File: src/ibmf_pkg.sv
package ibmf_pkg;

  localparam int unsigned WordW = 32;
  localparam int unsigned FracW = 24;
  localparam int unsigned ExpW  = 7;

  typedef logic [WordW-1:0] word_t;

  // Reverse the four bytes of a word.
  function automatic word_t swap_bytes(input word_t w);
    return {w[7:0], w[15:8], w[23:16], w[31:24]};
  endfunction

endpackage

File: src/ibmf_core.sv
module ibmf_core (
  input  ibmf_pkg::word_t w_i,
  output ibmf_pkg::word_t ieee_o
);
  import ibmf_pkg::*;

  logic            sign;
  logic [ExpW-1:0] hexexp;
  logic [FracW-1:0] frac;
  logic [4:0]      msb;
  logic [4:0]      lz;
  logic [23:0]     mant;
  logic signed [10:0] biased;
  logic [4:0]      sh;
  logic [23:0]     q;
  logic [26:0]     rem;
  logic [26:0]     half;
  logic [24:0]     qr;

  assign sign   = w_i[31];
  assign hexexp = w_i[30:24];
  assign frac   = w_i[23:0];

  always_comb begin
    msb = 5'd0;
    for (int i = 0; i < FracW; i++) begin
      if (frac[i]) msb = 5'(i);
    end
  end

  assign lz     = 5'd23 - msb;
  assign mant   = frac << lz;
  assign biased = $signed({2'b00, hexexp, 2'b00}) - 11'sd153 + $signed({6'd0, msb});

  always_comb begin
    if (biased < -11'sd25) sh = 5'd26;
    else sh = 5'(11'sd1 - biased);
  end

  // keep the rounding terms wide enough for shifts past the mantissa
  assign q    = mant >> sh;
  assign half = 27'd1 << (sh - 5'd1);
  assign rem  = {3'd0, mant} & ((27'd1 << sh) - 27'd1);
  assign qr   = {1'b0, q} + {24'd0, (rem > half) || (rem == half && q[0])};

  always_comb begin
    if (frac == '0) ieee_o = '0;
    else if (biased >= 11'sd255) ieee_o = {sign, 8'hff, 23'd0};
    else if (biased >= 11'sd1) ieee_o = {sign, biased[7:0], mant[22:0]};
    else ieee_o = {sign, 7'd0, qr[23:0]};
  end

endmodule

File: src/ibm_float_to_ieee_single.sv
// Channel  | handshake                  | payload
// input    | raw_word_valid_i/ready_o   | raw_word_i
// output   | ieee_word_valid_o/ready_i  | ieee_word_o
// config   | byte_swap_we_i             | byte_swap_i
// Path: input register, conversion logic, result register. One word
// per cycle while the output is taken. Reset clears valids and
// byte_swap. A stalled output holds its word; a new word enters when
// the input or result register is empty or the result is taken.
module ibm_float_to_ieee_single (
  input  logic            clk_i,
  input  logic            rst_ni,
  input  logic            byte_swap_we_i,
  input  logic            byte_swap_i,
  input  logic            raw_word_valid_i,
  output logic            raw_word_ready_o,
  input  ibmf_pkg::word_t raw_word_i,
  output logic            ieee_word_valid_o,
  input  logic            ieee_word_ready_i,
  output ibmf_pkg::word_t ieee_word_o
);
  import ibmf_pkg::*;

  logic  swap_q;
  logic  in_vld_q;
  word_t in_q;
  logic  out_vld_q;
  word_t out_q;
  word_t conv;
  logic  adv;

  assign adv = !out_vld_q || ieee_word_ready_i;
  assign raw_word_ready_o = !in_vld_q || adv;

  always_ff @(posedge clk_i or negedge rst_ni) begin
    if (!rst_ni) begin
      swap_q    <= 1'b0;
      in_vld_q  <= 1'b0;
      out_vld_q <= 1'b0;
    end else begin
      if (byte_swap_we_i) swap_q <= byte_swap_i;
      if (raw_word_ready_o) in_vld_q <= raw_word_valid_i;
      if (adv) out_vld_q <= in_vld_q;
    end
  end

  always_ff @(posedge clk_i) begin
    if (raw_word_valid_i && raw_word_ready_o)
      in_q <= swap_q ? swap_bytes(raw_word_i) : raw_word_i;
    if (adv && in_vld_q) out_q <= conv;
  end

  ibmf_core u_core (.w_i(in_q), .ieee_o(conv));

  assign ieee_word_valid_o = out_vld_q;
  assign ieee_word_o       = out_q;

`ifndef SYNTHESIS
  a_hold: assert property (@(posedge clk_i) disable iff (!rst_ni)
    out_vld_q && !ieee_word_ready_i |=> out_vld_q && $stable(out_q))
    else $error("result dropped under stall");
  a_fill: assert property (@(posedge clk_i) disable iff (!rst_ni)
    in_vld_q && adv |=> out_vld_q)
    else $error("word lost between stages");
  a_rdy: assert property (@(posedge clk_i) disable iff (!rst_ni)
    !in_vld_q |-> raw_word_ready_o)
    else $error("empty stage not ready");
`endif

endmodule

File: config.mk
export PLATFORM = sky130hd
export DESIGN_NAME = ibm_float_to_ieee_single
export DESIGN_NICKNAME = d
export VERILOG_FILES = /design/src/ibmf_pkg.sv /design/src/ibmf_core.sv /design/src/ibm_float_to_ieee_single.sv
export SDC_FILE = /design/constraint.sdc
export NUM_CORES = 1
export LEC_CHECK = 0
export BUFFER_PORTS_ARGS = -buffer_cell sky130_fd_sc_hd__buf_2
export CORE_ASPECT_RATIO = 1.75
export CORE_MARGIN = 2
export CORE_UTILIZATION = 50
export DETAILED_ROUTE_END_ITERATION = 6
export PLACE_DENSITY = 0.68
export SYNTH_ARGS = -nofsm -noshare
export SYNTH_HDL_FRONTEND = slang
export SYNTH_SLANG_ARGS = --single-unit
File: constraint.sdc
create_clock -name clk_i -period 12.2 [get_ports clk_i]
set_input_delay 0.61 -clock clk_i [delete_from_list [all_inputs] [get_ports clk_i]]
set_output_delay 0.61 -clock clk_i [all_outputs]
set_load 0.05 [all_outputs]
==> results of run 1 <==
## routing by layer
metal,part of all wire,routed length [um],track usage
met2,0.47,20700,0.745
met3,0.089,3930,0.108
met4,0.13,5600,0.450
met1,0.31,13900,0.429
met5,0,0,0
## placed cells by master (no fill, tap or decap), drive strengths merged, types with 8 or more instances in the layout
| cell | count |
|---|---|
| a22oi | 8 |
| buf | 124 |
| xor2 | 14 |
| or4 | 8 |
| clkbuf | 9 |
| xnor2 | 17 |
| a211oi | 28 |
| o311ai | 8 |
| o21ai | 65 |
| nand2 | 108 |
| or2 | 8 |
| inv | 17 |
| ha | 36 |
| o22ai | 25 |
| nand4 | 18 |
| a21oi | 66 |
| and2 | 16 |
| o21a | 16 |
| nor2b | 12 |
| a2111oi | 12 |
| a221oi | 15 |
| nor2 | 132 |
| mux2i | 28 |
| o211ai | 24 |
| a21o | 14 |
| nand2b | 14 |
| mux2 | 49 |
| and3 | 11 |
| nor4 | 20 |
| nor3 | 55 |
| edfxtp | 64 |
| a31oi | 18 |
| nand3 | 47 |
| o221ai | 10 |
## where the power goes
| group | switching (W) | leakage [nW] | internal, W | total, W |
|---|---|---|---|---|
| Clock | 0.000114 | 0.160 | 0.000181 | 0.000294 |
| Combinational | 0.000827 | 2.94 | 0.000391 | 0.00122 |
| Sequential | 0.0000306 | 0.653 | 0.000292 | 0.000323 |
## registers in the layout, indices dropped and copies added (netlist names)
name	count
ieee_word_o	32
in_vld_q	1
swap_q	1
in_q	32
ieee_word_valid_o	1
## path summary, 6_finish.rpt
path                                            endpoint  slack (ns)  depth (start not counted)
setup / recovery            ieee_word_o[4]$_SDFFCE_PP0P_        1.82                         43
hold / removal                        swap_q$_DFFE_PN0P_        0.05                          1
setup reg to reg            ieee_word_o[4]$_SDFFCE_PP0P_        1.82                         43
hold reg to reg            ieee_word_valid_o$_DFFE_PN0P_        0.50                          1
max in group asynchronous  ieee_word_valid_o$_DFFE_PN0P_       12.03                          1
min in group clk_i                  in_vld_q$_DFFE_PN0N_        0.47                          2
## area by class of cell
| type | instances | share of cell area |
|---|---|---|
| multi-input cells | 1013 | 0.665 |
| clock buffers | 9 | 0.0219 |
| clock inverters | 7 | 0.00974 |
| well taps | 238 | 0.0290 |
| repair buffers | 124 | 0.0733 |
| flip-flops and latches | 67 | 0.194 |
| inverters | 18 | 0.00682 |
## metrics by stage
stage	std cells	hold slack, ns	setup WS [ns]
6_report	1476	0.0526	1.82
5_1_grt	1476	0.0471	1.33
4_1_cts	1476	0.0426	2.11
3_5_place_dp	1460	0.412	2.17
3_3_place_gp	1460	0.409	2.61
2_1_floorplan	1190	0.314	2.83
## logic make-up after synthesis
kind of cell,Yosys count,share of synthesized area
simple gates,482,0.263
compound gates,386,0.296
buf+inv,110,0.0562
mux,78,0.0926
flops,67,0.215
fa+ha+maj,36,0.0484
xor+xnor,31,0.0292
==> summary.log, run 1 <==
qor: logic_synthesis.synth.yosys.seq_area_share 0.215
qor: floorplanning.core_region_area 18400 um2
qor: logic_synthesis.post_synth_main_area_contributors edfxtp_1 21%, mux2_2 5.6%, nor2_1 5.2%
qor: clock_network.clkTransAtPathRegs 0.06 ns
qor: logic_synthesis.synth_most_common_cell nor2_1
qor: grt.grt_start_max_net_pins 51
qor: logic_synthesis.synthCells 1190
qor: logic_synthesis.ys_types 100
qor: logic_synthesis.ys_ff_latch 67
qor: power_and_ir_drop.power_density 179 nW/um2
qor: status.run_status completed
qor: worst_setup_path.crit_family simple AND/OR/NAND/NOR gates
qor: layout.multiInputGateArea 6830 um2
qor: worst_setup_path.crit_path_max_incr_delay 0.73 ns
qor: detailed_routing.vias_per_cell 7.39
qor: logic_synthesis.synthDominantAreaCellType edfxtp_1
qor: place.dpl_cell_area 9950 um2
qor: layout.diodes 0
qor: logic_synthesis.yosysWarnings 0
qor: floorplanning.ios 72
qor: detailed_routing.vias 10900
qor: layout.ff_latch_area 2000 um2
qor: clock_network.cts_made_buffers 9
qor: timing.finalHoldViolCount 0
qor: worst_setup_path.number_of_buffers_and_inverters_on_the_critical_path 5
qor: timing.slew_violations 0
qor: timing.timing.max_slew.rel_slack 0.167
qor: layout.areaGrowthSynthToFinish 10.4%
qor: logic_synthesis.async_flop_share 0.0448
qor: worst_setup_path.worst_setup_path_end_kind register
qor: worst_setup_path.worst-path-max-fanout 25
qor: clock_network.ctsHtreeMaxLevel 3
qor: grt.global_route.usage.total 0.445
qor: layout.final_core_occ 0.558
qor: grt.vias_in_the_first_global_route 10800
qor: timing.post-route-min-period 10.38 ns
qor: worst_setup_path.cpMaxStageDelayCell or4_4
qor: power_and_ir_drop.irDropWorstVdd 90.5 uV
qor: clock_network.cts-resized-gates 0
qor: timing.timing_worst_slew_pin_value 1.25 ns
qor: hold_path.hold_path_class in -> async
qor: place.gp_routability_congestion 1.07
qor: logic_synthesis.synth-edff-count 64
qor: worst_setup_path.critPathMostFrequentCell o21a_1
qor: worst_setup_path.worst_setup_path_type reg -> reg
qor: logic_synthesis.synthesis.nets 1264
qor: timing.post-route-period-util 0.851
qor: clock_network.cts_hold_bufs 0
qor: logic_synthesis.post_synth_most_frequent_cells 128 x nor2_1, 108 x nand2_1, 65 x a21oi_1
qor: worst_setup_path.start_kind register
qor: detailed_routing.drt-initial-drc-count 1130
qor: clock_network.cts_tree yes
qor: grt.antenna_violations_before_repair 0
qor: grt.grt_pass1_wl 65000 um
qor: detailed_routing.route.antenna.remaining_nets 0
qor: grt.grt_overflow_total 0
qor: worst_setup_path.worst_r2r_startpoint in_q[22]$_DFFE_PP_
qor: floorplanning.fp.dieH 185 um
qor: logic_synthesis.netlist_area 9310 um2
qor: clock_network.post-cts-setup-buffers 0
qor: power_and_ir_drop.power.leakage 3.75 nW
qor: detailed_routing.routed_wirelength 44100 um
qor: place.dp_hpwl 32600 um
qor: timing.setup_skew_after_layout 0.00692 ns
qor: detailed_routing.dr_drc_count 0
qor: layout.postLayoutCellArea 10300 um2
qor: floorplanning.start_util 0.506
qor: detailed_routing.detail_route.first_pass.iterations 6
qor: clock_network.clkLatencyLatePin 0.35 ns
qor: place.io_buffers 71
qor: clock_network.cts.root.buffer_cell clkbuf_16
qor: floorplanning.floorplan.die_area 19800 um2
qor: power_and_ir_drop.power.total 0.00183 W
qor: layout.fill_cells 1807
qor: detailed_routing.avgRoutedWirePerCell 29.8 um
qor: timing.tns 0 ns
qor: flow_run.maxCapViolCount 0
qor: clock_network.cts_max_path_buffers 2
qor: worst_setup_path.critPathLaunch in_q[22]$_DFFE_PP_
qor: logic_synthesis.synthDominantCellAreaShare 0.206
qor: worst_setup_path.required 12.29 ns
qor: floorplanning.num_rows 66
qor: layout.finalNetCount 1307
qor: timing.fmaxAchievable 96.3 MHz
qor: timing.report.final.setup_viol 0
qor: layout.drive_above_1_share 0.192
qor: floorplanning.die_w 107 um
qor: clock_network.clkSinkCount 67
qor: worst_setup_path.worstPathArrival 10.47 ns
qor: logic_synthesis.syn-mean-instance-area 7.82 um2
qor: logic_synthesis.synth_flop_cell edfxtp_1
qor: timing.grt_setup_unrepaired false
Power figures use the tool's default switching activity.
==> inputs of run 2 (changes only) <==
--- a/config.mk
+++ b/config.mk
@@ -10,6 +10,7 @@
 export CORE_MARGIN = 2
 export CORE_UTILIZATION = 50
 export DETAILED_ROUTE_END_ITERATION = 6
+export MAX_ROUTING_LAYER = met4
 export PLACE_DENSITY = 0.68
 export SYNTH_ARGS = -nofsm -noshare
 export SYNTH_HDL_FRONTEND = slang
==> run 2 against run 1 <==
- the run now ends with design-rule violations left
- global-route usage increased by 1.8 points
- sequential power about the same
- clock power increased by 2%
- final cell count increased by 0.14%
- cell area about the same
- maximum frequency increased by 2.5%
- critical endpoint is now ieee_word_o[22]$_SDFFCE_PP0P_
- largest cell class unchanged
==> summary.log, run 2 (synthesis gave the netlist of run 1 again) <==
qor: layout.layout.cells.most_common_list 128 x nor2_1, 108 x nand2_1, 71 x buf_2, 64 x a21oi_1, 64 x edfxtp_1
qor: layout.finalNetCount 1308
qor: worst_setup_path.worst_setup_path_type reg -> reg
qor: layout.areaGrowthSynthToFinish 10.4%
qor: clock_network.cts-resized-gates 0
qor: power_and_ir_drop.power.leakage 3.76 nW
qor: worst_setup_path.critPathMostFrequentCell o21a_1
qor: timing.finalHoldViolCount 0
qor: clock_network.post-cts-setup-buffers 0
qor: worst_setup_path.cpMaxStageDelayCell or4_4
qor: hold_path.hold_path_class in -> async
qor: timing.tns 0 ns
qor: detailed_routing.avgRoutedWirePerCell 29.9 um
qor: grt.grt_pass1_wl 65400 um
qor: timing.post-route-min-period 10.13 ns
qor: flow_run.maxCapViolCount 0
qor: timing.report.final.setup_viol 0
qor: detailed_routing.vias_per_cell 7.39
qor: clock_network.cts_made_buffers 9
qor: floorplanning.fp.dieH 185 um
qor: timing.slew_violations 0
qor: detailed_routing.dr_drc_count 9
qor: floorplanning.ios 72
qor: clock_network.clkLatencyLatePin 0.36 ns
qor: power_and_ir_drop.power.total 0.00183 W
qor: timing.post-route-period-util 0.830
qor: clock_network.ctsHtreeMaxLevel 3
qor: detailed_routing.detail_route.first_pass.iterations 7
qor: grt.antenna_violations_before_repair 1
qor: clock_network.cts.root.buffer_cell clkbuf_16
qor: detailed_routing.drt-initial-drc-count 1047
qor: place.dp_hpwl 33000 um
qor: power_and_ir_drop.irDropWorstVdd 134 uV
qor: place.io_buffers 71
qor: worst_setup_path.crit_path_max_incr_delay 0.72 ns
qor: layout.drive_above_1_share 0.192
qor: floorplanning.die_w 107 um
qor: worst_setup_path.number_of_buffers_and_inverters_on_the_critical_path 6
qor: floorplanning.start_util 0.506
qor: worst_setup_path.worst_setup_path_end_kind register
qor: worst_setup_path.start_kind register
qor: timing.grt_setup_unrepaired false
qor: place.gp_routability_congestion 1.12
qor: floorplanning.core_region_area 18400 um2
qor: layout.postLayoutCellArea 10300 um2
qor: clock_network.cts_tree yes
qor: power_and_ir_drop.power_density 178 nW/um2
qor: detailed_routing.vias 10900
qor: timing.timing.max_slew.rel_slack 0.156
qor: place.dpl_cell_area 9950 um2
qor: detailed_routing.routed_wirelength 44200 um
qor: timing.timing_worst_slew_pin_value 1.26 ns
qor: worst_setup_path.worstPathArrival 10.32 ns
qor: grt.grt_start_max_net_pins 51
qor: grt.grt_overflow_total 0
qor: worst_setup_path.required 12.39 ns
qor: worst_setup_path.worst-path-max-fanout 25
qor: worst_setup_path.crit_family simple AND/OR/NAND/NOR gates
qor: detailed_routing.route.antenna.remaining_nets 0
qor: clock_network.clkSinkCount 67
qor: clock_network.cts_hold_bufs 0
qor: layout.fill_cells 1818
qor: clock_network.clkTransAtPathRegs 0.07 ns
qor: timing.setup_skew_after_layout 0.00830 ns
qor: status.violated_checks design-rule violations
qor: floorplanning.num_rows 66
qor: grt.global_route.usage.total 0.463
qor: floorplanning.floorplan.die_area 19800 um2
qor: status.run_status finished, violations left
qor: layout.commonest_non_fill_non_tap_cell_in_the_layout nor2_1
qor: clock_network.cts_max_path_buffers 2
qor: grt.vias_in_the_first_global_route 10700
qor: timing.fmaxAchievable 98.8 MHz
[run 2: cell count changes in the layout (fill, tap and decap cells not counted), sizes merged]
cell   previous run  this run
buf             124       125
diode             0         1
[run 2: layer usage]
layer	routed length (um)	global-route usage
met5	0	-
met1	13700	0.434
met4	5520	0.442
met3	4030	0.117
met2	20900	0.754
[run 2: final cells by class]
class	count	area, um2	share of cell area
Inverter	18	70.1	0.00682
Clock inverter	7	100	0.00974
Multi-Input combinational cell	1013	6830	0.664
Timing Repair Buffer	125	761	0.0740
Antenna cell	1	2.50	0.000243
Sequential cell	67	2000	0.194
Clock buffer	9	225	0.0219
Tap cell	238	298	0.0290
[run 2: per-stage QoR]
| step | util | cells | setup slack [ns] | hold WS [ns] |
|---|---|---|---|---|
| detailed placement | 0.540 | 1461 | 2.29 | 0.408 |
| floorplan | - | 1190 | 2.83 | 0.314 |
| CTS | 0.558 | 1477 | 2.24 | 0.0372 |
| global placement | 0.540 | 1461 | 2.56 | 0.409 |
| global route | 0.558 | 1478 | 1.37 | 0.0453 |
| finish | 0.558 | 1478 | 2.07 | 0.0398 |
[run 2: final timing paths]
check	depth (start not counted)	end	start	slack (ns)
setup / recovery	44	ieee_word_o[22]$_SDFFCE_PP0P_	in_q[22]$_DFFE_PP_	2.07
hold / removal	1	ieee_word_valid_o$_DFFE_PN0P_	rst_ni	0.04
setup reg to reg	44	ieee_word_o[22]$_SDFFCE_PP0P_	in_q[22]$_DFFE_PP_	2.07
hold reg to reg	1	ieee_word_valid_o$_DFFE_PN0P_	in_vld_q$_DFFE_PN0N_	0.49
max in group asynchronous	1	swap_q$_DFFE_PN0P_	rst_ni	12.05
min in group clk_i	2	in_vld_q$_DFFE_PN0N_	raw_word_valid_i	0.46
[run 2: report_power, final]
part	switching (W)	internal (W)
registers	0.0000312	0.000292
logic	0.000824	0.000388
clock network	0.000118	0.000181
